===== config.mk =====
export PLATFORM = sky130hd
export DESIGN_NAME = pwm_pulse_to_ppm_measure
export DESIGN_NICKNAME = d
export VERILOG_FILES = /design/src/hdl/pwmppm_pkg.sv /design/src/hdl/pwmppm_front.sv /design/src/hdl/pwmppm_queue.sv /design/src/hdl/pwmppm_back.sv /design/src/hdl/pwm_pulse_to_ppm_measure.sv
export SDC_FILE = /design/constraint.sdc
export NUM_CORES = 2
export LEC_CHECK = 0
export ABC_AREA = 1
export BUFFER_PORTS_ARGS = -buffer_cell sky130_fd_sc_hd__buf_4
export CAP_MARGIN = 10
export CORE_AREA = 2 2 364 366
export DETAILED_ROUTE_END_ITERATION = 12
export DIE_AREA = 0 0 366 368
export GPL_TIMING_DRIVEN = 0
export MAX_ROUTING_LAYER = met4
export PLACE_DENSITY = 0.75
export SETUP_SLACK_MARGIN = 0.1
export SLEW_MARGIN = 5
export SYNTH_ARGS = -nofsm -noshare
export SYNTH_HDL_FRONTEND = slang
export SYNTH_HIERARCHICAL = 1
export SYNTH_SLANG_ARGS = --single-unit

===== constraint.sdc =====
create_clock -name clk -period 12.7 [get_ports clk]
set_clock_uncertainty 0.1 [all_clocks]
set_input_delay 3.175 -clock clk [delete_from_list [all_inputs] [get_ports clk]]
set_output_delay 3.175 -clock clk [all_outputs]
set_load 0.05 [all_outputs]

===== src/hdl/pwmppm_pkg.sv =====
package pwmppm_pkg;

  // Configuration register indexes
  localparam logic [2:0] REG_PERIOD_MIN  = 3'd0;
  localparam logic [2:0] REG_PERIOD_MAX  = 3'd1;
  localparam logic [2:0] REG_HIGH_MIN    = 3'd2;
  localparam logic [2:0] REG_HIGH_MAX    = 3'd3;
  localparam logic [2:0] REG_FULL_SCALE  = 3'd4;
  localparam logic [2:0] REG_TOUT_MARGIN = 3'd5;

  // Edge flag bit positions
  localparam int unsigned FLAG_RISE  = 0;
  localparam int unsigned FLAG_FALL  = 1;
  localparam int unsigned FLAG_HIGH  = 2;
  localparam int unsigned FLAG_READY = 3;

  // Divide by 1000: shift right by 3, then multiply by ceil(2^36 / 125)
  localparam int unsigned   DIV_PRE_SHIFT = 3;
  localparam int unsigned   DIV_SHIFT     = 36;
  localparam logic [29:0]   DIV_MAGIC     = 30'd549755814;

  typedef enum logic [1:0] {
    ST_IDLE = 2'd0,
    ST_WAIT = 2'd1,
    ST_DONE = 2'd2,
    ST_FAIL = 2'd3
  } meas_st_t;

  // What the back end does with the held ppm value and reported times
  typedef enum logic [1:0] {
    OP_HOLD     = 2'd0,
    OP_CLEAR    = 2'd1,
    OP_FAIL_SET = 2'd2,
    OP_DONE_SET = 2'd3
  } meas_op_t;

  typedef struct packed {
    logic [15:0] period_min;
    logic [15:0] period_max;
    logic [15:0] high_min;
    logic [15:0] high_max;
    logic [13:0] full_scale;
    logic [15:0] tout_margin;
  } cfg_t;

  typedef struct packed {
    meas_op_t    op;
    meas_st_t    mstate;
    logic [31:0] high_time;
    logic [15:0] low_time;
    logic [15:0] period_time;
  } rec_t;

endpackage


===== src/hdl/pwmppm_front.sv =====
module pwmppm_front import pwmppm_pkg::*; (
  input  logic       clk,
  input  logic       rst_n,
  input  cfg_t       cfg,
  input  logic       take,
  input  logic       action,
  input  logic       pin_level,
  output rec_t       rec
);

  logic        prev_level_r, prev_level_nxt;
  logic [3:0]  flags_r, flags_nxt;
  logic [31:0] rise_cnt_r, rise_cnt_nxt;
  logic [31:0] fall_cnt_r, fall_cnt_nxt;
  logic [31:0] per_run_r, per_run_nxt;
  logic [31:0] pend_high_r, pend_high_nxt;
  logic [31:0] cap_high_r, cap_high_nxt;
  logic [31:0] cap_low_r, cap_low_nxt;
  logic [31:0] cap_per_r, cap_per_nxt;
  logic [31:0] elapsed_r, elapsed_nxt;
  meas_st_t    mstate_r, mstate_nxt;
  logic [31:0] rise_inc, fall_inc, per_inc;
  logic [16:0] tout_limit;
  meas_op_t    op;

  assign rise_inc   = rise_cnt_r + 32'd1;
  assign fall_inc   = fall_cnt_r + 32'd1;
  assign per_inc    = per_run_r + 32'd1;
  assign tout_limit = {1'b0, cfg.period_max} + {1'b0, cfg.tout_margin};

  always_comb begin
    prev_level_nxt = prev_level_r;
    flags_nxt      = flags_r;
    rise_cnt_nxt   = rise_cnt_r;
    fall_cnt_nxt   = fall_cnt_r;
    per_run_nxt    = per_run_r;
    pend_high_nxt  = pend_high_r;
    cap_high_nxt   = cap_high_r;
    cap_low_nxt    = cap_low_r;
    cap_per_nxt    = cap_per_r;
    elapsed_nxt    = elapsed_r;
    mstate_nxt     = mstate_r;
    op             = OP_HOLD;
    if (action) begin
      elapsed_nxt = '0;
      mstate_nxt  = ST_WAIT;
      op          = OP_CLEAR;
    end else begin
      rise_cnt_nxt = rise_inc;
      fall_cnt_nxt = fall_inc;
      per_run_nxt  = per_inc;
      elapsed_nxt  = elapsed_r + 32'd1;
      if (pin_level != prev_level_r) begin
        prev_level_nxt = pin_level;
        if (pin_level) begin
          if (flags_r[FLAG_FALL] && flags_r[FLAG_HIGH]) begin
            cap_high_nxt          = pend_high_r;
            cap_low_nxt           = fall_inc;
            cap_per_nxt           = per_inc;
            flags_nxt[FLAG_READY] = 1'b1;
          end
          rise_cnt_nxt         = '0;
          flags_nxt[FLAG_RISE] = 1'b1;
        end else if (flags_r[FLAG_RISE]) begin
          pend_high_nxt        = rise_inc;
          fall_cnt_nxt         = '0;
          per_run_nxt          = rise_inc;
          flags_nxt[FLAG_HIGH] = 1'b1;
          flags_nxt[FLAG_FALL] = 1'b1;
        end
      end
      if (mstate_r == ST_WAIT) begin
        if (flags_nxt[FLAG_READY]) begin
          flags_nxt[FLAG_READY] = 1'b0;
          if (cap_per_nxt < {16'd0, cfg.period_min} ||
              cap_per_nxt > {16'd0, cfg.period_max}) begin
            mstate_nxt = ST_FAIL;
            op         = OP_FAIL_SET;
          end else begin
            mstate_nxt = ST_DONE;
            op         = OP_DONE_SET;
          end
        end else if (elapsed_nxt > {15'd0, tout_limit}) begin
          mstate_nxt = ST_FAIL;
        end
      end
    end
  end

  assign rec.op          = op;
  assign rec.mstate      = mstate_nxt;
  assign rec.high_time   = cap_high_nxt;
  assign rec.low_time    = cap_low_nxt[15:0];
  assign rec.period_time = cap_per_nxt[15:0];

  always_ff @(posedge clk) begin
    if (!rst_n) begin
      prev_level_r <= 1'b0;
      flags_r      <= '0;
      rise_cnt_r   <= '0;
      fall_cnt_r   <= '0;
      per_run_r    <= '0;
      pend_high_r  <= '0;
      cap_high_r   <= '0;
      cap_low_r    <= '0;
      cap_per_r    <= '0;
      elapsed_r    <= '0;
      mstate_r     <= ST_IDLE;
    end else if (take) begin
      prev_level_r <= prev_level_nxt;
      flags_r      <= flags_nxt;
      rise_cnt_r   <= rise_cnt_nxt;
      fall_cnt_r   <= fall_cnt_nxt;
      per_run_r    <= per_run_nxt;
      pend_high_r  <= pend_high_nxt;
      cap_high_r   <= cap_high_nxt;
      cap_low_r    <= cap_low_nxt;
      cap_per_r    <= cap_per_nxt;
      elapsed_r    <= elapsed_nxt;
      mstate_r     <= mstate_nxt;
    end
  end

endmodule


===== src/hdl/pwmppm_queue.sv =====
module pwmppm_queue import pwmppm_pkg::*; #(
  parameter int unsigned DEPTH = 4
) (
  input  logic clk,
  input  logic rst_n,
  input  logic push,
  input  rec_t push_data,
  input  logic pop,
  output logic full,
  output logic not_empty,
  output rec_t head
);

  localparam int unsigned AW = $clog2(DEPTH);
  localparam int unsigned CW = $clog2(DEPTH + 1);
  localparam logic [AW-1:0] LAST = AW'(DEPTH - 1);

  rec_t          mem_r [DEPTH];
  logic [AW-1:0] wr_ptr_r, wr_ptr_nxt;
  logic [AW-1:0] rd_ptr_r, rd_ptr_nxt;
  logic [CW-1:0] count_r, count_nxt;

  assign full      = (count_r == CW'(DEPTH));
  assign not_empty = (count_r != '0);
  assign head      = mem_r[rd_ptr_r];

  always_comb begin
    wr_ptr_nxt = wr_ptr_r;
    rd_ptr_nxt = rd_ptr_r;
    count_nxt  = count_r;
    if (push) begin
      wr_ptr_nxt = (wr_ptr_r == LAST) ? '0 : wr_ptr_r + 1'b1;
    end
    if (pop) begin
      rd_ptr_nxt = (rd_ptr_r == LAST) ? '0 : rd_ptr_r + 1'b1;
    end
    if (push && !pop) begin
      count_nxt = count_r + 1'b1;
    end else if (pop && !push) begin
      count_nxt = count_r - 1'b1;
    end
  end

  always_ff @(posedge clk) begin
    if (!rst_n) begin
      wr_ptr_r <= '0;
      rd_ptr_r <= '0;
      count_r  <= '0;
    end else begin
      wr_ptr_r <= wr_ptr_nxt;
      rd_ptr_r <= rd_ptr_nxt;
      count_r  <= count_nxt;
    end
  end

  always_ff @(posedge clk) begin
    if (push) begin
      mem_r[wr_ptr_r] <= push_data;
    end
  end

endmodule


===== src/hdl/pwmppm_back.sv =====
module pwmppm_back import pwmppm_pkg::*; (
  input  logic        clk,
  input  logic        rst_n,
  input  cfg_t        cfg,
  input  logic        head_valid,
  input  rec_t        head,
  output logic        pop,
  output logic        out_valid,
  input  logic        out_stall,
  output logic [1:0]  out_meas_state,
  output logic        out_finished,
  output logic        out_result_valid,
  output logic [15:0] out_co2_ppm,
  output logic [15:0] out_high_time_ms,
  output logic [15:0] out_low_time_ms,
  output logic [15:0] out_period_time_ms
);

  logic        adv;
  logic [31:0] clamped, diff;
  logic [31:0] prod;
  logic [58:0] quot;

  logic        s1_v_r, s2_v_r, s3_v_r, out_v_r;
  rec_t        s1_rec_r, s2_rec_r, s3_rec_r;
  logic [31:0] s1_diff_r;
  logic [31:0] s2_prod_r;
  logic [58:0] s3_quot_r;

  meas_st_t    mstate_r;
  logic [15:0] ppm_r, ppm_nxt;
  logic [15:0] hi_r, hi_nxt;
  logic [15:0] lo_r, lo_nxt;
  logic [15:0] per_r, per_nxt;

  // advance every stage whenever the output slot frees up
  assign adv = !out_v_r || !out_stall;
  assign pop = adv && head_valid;

  always_comb begin
    if (head.high_time < {16'd0, cfg.high_min}) begin
      clamped = {16'd0, cfg.high_min};
    end else if (head.high_time > {16'd0, cfg.high_max}) begin
      clamped = {16'd0, cfg.high_max};
    end else begin
      clamped = head.high_time;
    end
  end

  assign diff = clamped - {16'd0, cfg.high_min};
  assign prod = s1_diff_r * {18'd0, cfg.full_scale};
  assign quot = {30'd0, s2_prod_r[31:DIV_PRE_SHIFT]} * {29'd0, DIV_MAGIC};

  always_comb begin
    ppm_nxt = ppm_r;
    hi_nxt  = hi_r;
    lo_nxt  = lo_r;
    per_nxt = per_r;
    unique case (s3_rec_r.op)
      OP_HOLD: begin
      end
      OP_CLEAR: begin
        ppm_nxt = '0;
        hi_nxt  = '0;
        lo_nxt  = '0;
        per_nxt = '0;
      end
      OP_FAIL_SET: begin
        hi_nxt  = s3_rec_r.high_time[15:0];
        lo_nxt  = s3_rec_r.low_time;
        per_nxt = s3_rec_r.period_time;
      end
      OP_DONE_SET: begin
        ppm_nxt = s3_quot_r[DIV_SHIFT+15:DIV_SHIFT];
        hi_nxt  = s3_rec_r.high_time[15:0];
        lo_nxt  = s3_rec_r.low_time;
        per_nxt = s3_rec_r.period_time;
      end
      default: begin
      end
    endcase
  end

  always_ff @(posedge clk) begin
    if (!rst_n) begin
      s1_v_r   <= 1'b0;
      s2_v_r   <= 1'b0;
      s3_v_r   <= 1'b0;
      out_v_r  <= 1'b0;
      mstate_r <= ST_IDLE;
      ppm_r    <= '0;
      hi_r     <= '0;
      lo_r     <= '0;
      per_r    <= '0;
    end else if (adv) begin
      s1_v_r  <= head_valid;
      s2_v_r  <= s1_v_r;
      s3_v_r  <= s2_v_r;
      out_v_r <= s3_v_r;
      if (s3_v_r) begin
        mstate_r <= s3_rec_r.mstate;
        ppm_r    <= ppm_nxt;
        hi_r     <= hi_nxt;
        lo_r     <= lo_nxt;
        per_r    <= per_nxt;
      end
    end
  end

  always_ff @(posedge clk) begin
    if (adv) begin
      s1_rec_r  <= head;
      s1_diff_r <= diff;
      s2_rec_r  <= s1_rec_r;
      s2_prod_r <= prod;
      s3_rec_r  <= s2_rec_r;
      s3_quot_r <= quot;
    end
  end

  assign out_valid          = out_v_r;
  assign out_meas_state     = mstate_r;
  assign out_finished       = mstate_r[1];
  assign out_result_valid   = (mstate_r == ST_DONE);
  assign out_co2_ppm        = ppm_r;
  assign out_high_time_ms   = hi_r;
  assign out_low_time_ms    = lo_r;
  assign out_period_time_ms = per_r;

endmodule


===== src/hdl/pwm_pulse_to_ppm_measure.sv =====
// Channel  Direction  Handshake            Payload
// in_      input      in_valid / in_stall  in_action, in_pin_level
// out_     output     out_valid/out_stall  meas_state, finished, result_valid, co2_ppm,
//                                          high/low/period times
// cfg_     input      cfg_valid/cfg_ready  cfg_index, cfg_data
//
// One item is accepted per clock while in_stall is low; its result passes through the queue
// slot, then the clamp, full-scale multiply and divide-by-1000 stages, and the result register.
// Reset (rst_n low, synchronous) clears all measurement state and loads default config.
// out_stall freezes the back pipeline; the queue absorbs up to QUEUE_DEPTH items
// before in_stall rises. cfg_ready is always high.
module pwm_pulse_to_ppm_measure import pwmppm_pkg::*; #(
  parameter int unsigned QUEUE_DEPTH = 4
) (
  input  logic        clk,
  input  logic        rst_n,
  input  logic        in_valid,
  output logic        in_stall,
  input  logic        in_action,
  input  logic        in_pin_level,
  output logic        out_valid,
  input  logic        out_stall,
  output logic [1:0]  out_meas_state,
  output logic        out_finished,
  output logic        out_result_valid,
  output logic [15:0] out_co2_ppm,
  output logic [15:0] out_high_time_ms,
  output logic [15:0] out_low_time_ms,
  output logic [15:0] out_period_time_ms,
  input  logic        cfg_valid,
  output logic        cfg_ready,
  input  logic [2:0]  cfg_index,
  input  logic [15:0] cfg_data
);

  cfg_t cfg_r;
  logic in_take;
  logic q_full, q_not_empty, q_pop;
  rec_t front_rec, q_head;

  assign cfg_ready = 1'b1;
  assign in_stall  = q_full;
  assign in_take   = in_valid && !q_full;

  // Config writes take effect at once; unknown indexes drop.
  always_ff @(posedge clk) begin
    if (!rst_n) begin
      cfg_r.period_min  <= 16'd900;
      cfg_r.period_max  <= 16'd1100;
      cfg_r.high_min    <= 16'd2;
      cfg_r.high_max    <= 16'd1002;
      cfg_r.full_scale  <= 14'd5000;
      cfg_r.tout_margin <= 16'd200;
    end else if (cfg_valid && cfg_ready) begin
      unique case (cfg_index)
        REG_PERIOD_MIN:  cfg_r.period_min  <= cfg_data;
        REG_PERIOD_MAX:  cfg_r.period_max  <= cfg_data;
        REG_HIGH_MIN:    cfg_r.high_min    <= cfg_data;
        REG_HIGH_MAX:    cfg_r.high_max    <= cfg_data;
        REG_FULL_SCALE:  cfg_r.full_scale  <= cfg_data[13:0];
        REG_TOUT_MARGIN: cfg_r.tout_margin <= cfg_data;
        default: begin
        end
      endcase
    end
  end

  // Front: edge tracking and the measurement state machine, one item a cycle while in_stall is low.
  pwmppm_front u_front (
    .clk       (clk),
    .rst_n     (rst_n),
    .cfg       (cfg_r),
    .take      (in_take),
    .action    (in_action),
    .pin_level (in_pin_level),
    .rec       (front_rec)
  );

  // Queue: decouple the front from output backpressure.
  pwmppm_queue #(
    .DEPTH (QUEUE_DEPTH)
  ) u_queue (
    .clk       (clk),
    .rst_n     (rst_n),
    .push      (in_take),
    .push_data (front_rec),
    .pop       (q_pop),
    .full      (q_full),
    .not_empty (q_not_empty),
    .head      (q_head)
  );

  // Back: ppm conversion pipeline and the result register.
  pwmppm_back u_back (
    .clk                (clk),
    .rst_n              (rst_n),
    .cfg                (cfg_r),
    .head_valid         (q_not_empty),
    .head               (q_head),
    .pop                (q_pop),
    .out_valid          (out_valid),
    .out_stall          (out_stall),
    .out_meas_state     (out_meas_state),
    .out_finished       (out_finished),
    .out_result_valid   (out_result_valid),
    .out_co2_ppm        (out_co2_ppm),
    .out_high_time_ms   (out_high_time_ms),
    .out_low_time_ms    (out_low_time_ms),
    .out_period_time_ms (out_period_time_ms)
  );

endmodule


==> results.yml <==
die:
  start_util: 0.497
  fp.dieW_um: 366
  die_h_um: 368
  ios: 97
  coreArea_um2: 131000
  dieArea_um2: 135000
  rows: 133
setup_path:
  crit_type: "flip-flop to flip-flop"
  crit_start: "cfg_r[18]$_SDFFE_PN0P_"
  worst_r2r_startpoint: "cfg_r[18]$_SDFFE_PN0P_"
  path_cells: "clkbuf_1 -> buf_1 -> nand2_1 -> fa_1 -> inv_1 -> fa_1 -> inv_1 -> fa_1 -> inv_1 -> fa_1 -> fa_1 -> fa_1 -> ha_1 -> a21oi_1 -> nand2_1 -> a21oi_1 -> o21ai_0 -> a21oi_1 -> inv_1 -> nand2_1 -> nand2_1"
  cp_slowest_cell: "buf_1"
  slowest_delay_ps: 650
  arrival_ps: 7550
  critical_path_required_ps: 12990
  cp-start-kind: "flip-flop"
  r2r_slack_ps: 5440
  path_max_fanout: 10
  end_kind: "flip-flop"
  critPathMostFrequentCell: "fa_1"
global_routing:
  antenna_found_initial: 0
  grt_overflow: 0
  grt_pass1_wl_um: 286000
  grt_usage: 0.278
  grt_pass1_vias: 51400
  grt_max_degree: 71
clocking:
  cts_setup_buffers: 0
  cts_sinks: 908
  clock_latency_ps: 700
  cts_tree: "yes"
  cts_max_level: 3
  path_clk_slew_ps: 60
  clockBufferDepth: 3
  root_buffer: "clkbuf_16"
  ctsHoldBuffers: 0
  cts_buffers: 93
  cts_resized: 0
sta:
  final-setup-viol-count: 0
  worst_slack_ps: 5440
  maxSlewViolCount: 0
  rsz0062_at_grt: "no"
  fin_crit_ps: 7260
  hold_violations: 0
  post-route-period-util: 0.571
  worst_pin_slew_ps: 1130
  maxSlewHeadroom: 0.242
  clock.fmax_mhz: 138
synthesis:
  yosysUniqueCellTypes: 72
  netlist_instances: 7456
  ys_seq_area_frac: 0.357
  syn_area_um2: 65100
  synth-main-ff-cell: "edfxtp_1"
  yosysWarnings: 6
  syn_area_per_cell_um2: 8.73
  synth-async-reset-ratio: 0
  synth_edf_count: 505
  syn-num-nets: 8536
  synth_seq_cells: 908
final_layout:
  syn2layout_area_growth_pct: 9.68
  nets: 8734
  fin_cells: 9489
  drive_gt1_frac: 0.0587
route:
  antenna_left: 0
  wl_per_cell_um: 19.2
  via_per_inst: 5.42
  num_vias: 51400
  drcViolationCount: 0
  routed_wl_um: 182000
  dr.pass1.iters: 7
  first_iter_violations: 5000
placed_design:
  placed_cells: 9314
  io_buffer_count: 95
  gp_congestion: 0.981
  pre_cts_slack_ps: 5340
  dp_hpwl_um: 143000
worst_hold_path:
  hold_path.class: "flip-flop to flip-flop"
  hp-start: "u_back/s2_rec_r[43]$_DFFE_PN_"
status:
  status: "complete, no violations"
job:
  cap_viol_max_count: 0
==> critical path: cells and delay by family (launching register included) <==
family	cells	cell delay, ps
AND/OR/NAND/NOR	4	440
buffers and inverters	6	1370
AO/OA/AOI/OAI	4	1060
adder cells (fa/ha/maj)	7	3510
flip-flops	1	450
==> routing by layer <==
layer,global-route usage,vias up,part of all wire
li1,-,24200,-
met1,0.340,24700,0.40
met2,0.466,2063,0.49
met3,0.0357,444,0.066
met4,0.116,0,0.046
met5,-,-,0
==> kinds of logic after synthesis <==
family / after synthesis / share of synthesized area
mux: 2 / 0.000308
simple gates: 2624 / 0.171
flops: 908 / 0.357
compound gates: 1044 / 0.0853
fa+ha+maj: 1054 / 0.265
buf+inv: 1685 / 0.102
xor+xnor: 138 / 0.0187
other cells: 1 / 0.0000576
==> stage by stage <==
stage                     utilization  hold WS [ps]  instance area, um2  TNS, ps
after floorplan                     -           300               65100        0
after global placement          0.520           301               68000    -1370
after detailed placement        0.521           305               68200        0
after CTS                       0.546           312               71400        0
after global routing            0.546           318               71400        0
final                           0.546           310               71400        0
==> Yosys cell counts (all sizes together) (2+ instances only) <==
| cell | instances | share of area |
|---|---|---|
| o31ai | 2 | 0.00031 |
| dfxtp | 403 | 0.12 |
| o21bai | 17 | 0.0020 |
| or2 | 21 | 0.0020 |
| a21o | 11 | 0.0013 |
| a21boi | 14 | 0.0016 |
| a21oi | 443 | 0.034 |
| o21ai | 443 | 0.034 |
| o221ai | 6 | 0.00081 |
| ha | 516 | 0.099 |
| xnor2 | 34 | 0.0046 |
| nand3b | 7 | 0.0010 |
| nand2 | 1444 | 0.084 |
| fa | 538 | 0.17 |
| a31oi | 10 | 0.00096 |
| nor3b | 2 | 0.00023 |
| clkbuf | 165 | 0.011 |
| o2bb2ai | 2 | 0.00027 |
| inv | 1415 | 0.082 |
| buf | 100 | 0.0096 |
| nor4 | 14 | 0.0017 |
| clkinv | 4 | 0.00025 |
| o22ai | 71 | 0.0068 |
| a211oi | 2 | 0.00023 |
| nand3 | 396 | 0.031 |
| nand4 | 75 | 0.0074 |
| and2 | 3 | 0.00029 |
| o21a | 5 | 0.00058 |
| edfxtp | 505 | 0.23 |
| mux2i | 2 | 0.00031 |
| o211ai | 13 | 0.0015 |
| a22oi | 2 | 0.00023 |
| nor2 | 598 | 0.038 |
| xor2 | 104 | 0.014 |
| nor3 | 63 | 0.0052 |
==> area by class of cell <==
cell class,instances,area [um2]
fillers,11800,59400
multi-input cells,4863,35200
flip-flops and latches,908,23200
inverters,1419,5340
clock buffers,128,2550
well taps,1755,2200
plain buffers,266,1320
repair buffers,103,921
clock inverters,45,604
diodes,2,5.00
==> state kept, by name, summed over array words and instances, names as in the netlist, 29 cells and up, named ones only <==
name,cells
u_back/s2_rec_r,52
u_queue/mem_r,272
u_front/per_run_r,32
u_front/rise_cnt_r,32
u_front/elapsed_r,32
cfg_r,94
u_front/cap_high_r,32
u_front/cap_per_r,32
u_back/s2_prod_r,29
u_back/s1_rec_r,52
u_back/s3_rec_r,52
u_front/pend_high_r,32
u_back/s1_diff_r,32
==> final timing paths <==
path | cells past startpoint | end
max | 21 | u_back/s2_prod_r[31]$_DFFE_PN_
min | 0 | u_back/s3_rec_r[43]$_DFFE_PN_
max reg2reg | 21 | u_back/s2_prod_r[31]$_DFFE_PN_
min reg2reg | 0 | u_back/s3_rec_r[43]$_DFFE_PN_
==> cells in the final DEF (no fill, tap or decap), types with 17 or more instances in the layout <==
master	n
edfxtp_1	505
nor2_2	24
inv_1	1403
nand2_1	1428
nor2_1	554
nand3_1	388
xnor2_1	34
buf_2	51
o21bai_1	17
clkbuf_16	94
a21oi_1	441
clkinv_2	20
dfxtp_1	403
o22ai_1	71
nor3_1	60
buf_1	21
nor2_4	18
o21ai_0	427
fa_1	538
nand4_1	74
ha_1	516
clkbuf_1	174
buf_6	18
or2_2	18
xor2_1	103
buf_4	104
Power is left out: the tool's default activity adds up to more than one toggle a clock period on the data nets, which glitch-free logic cannot reach.
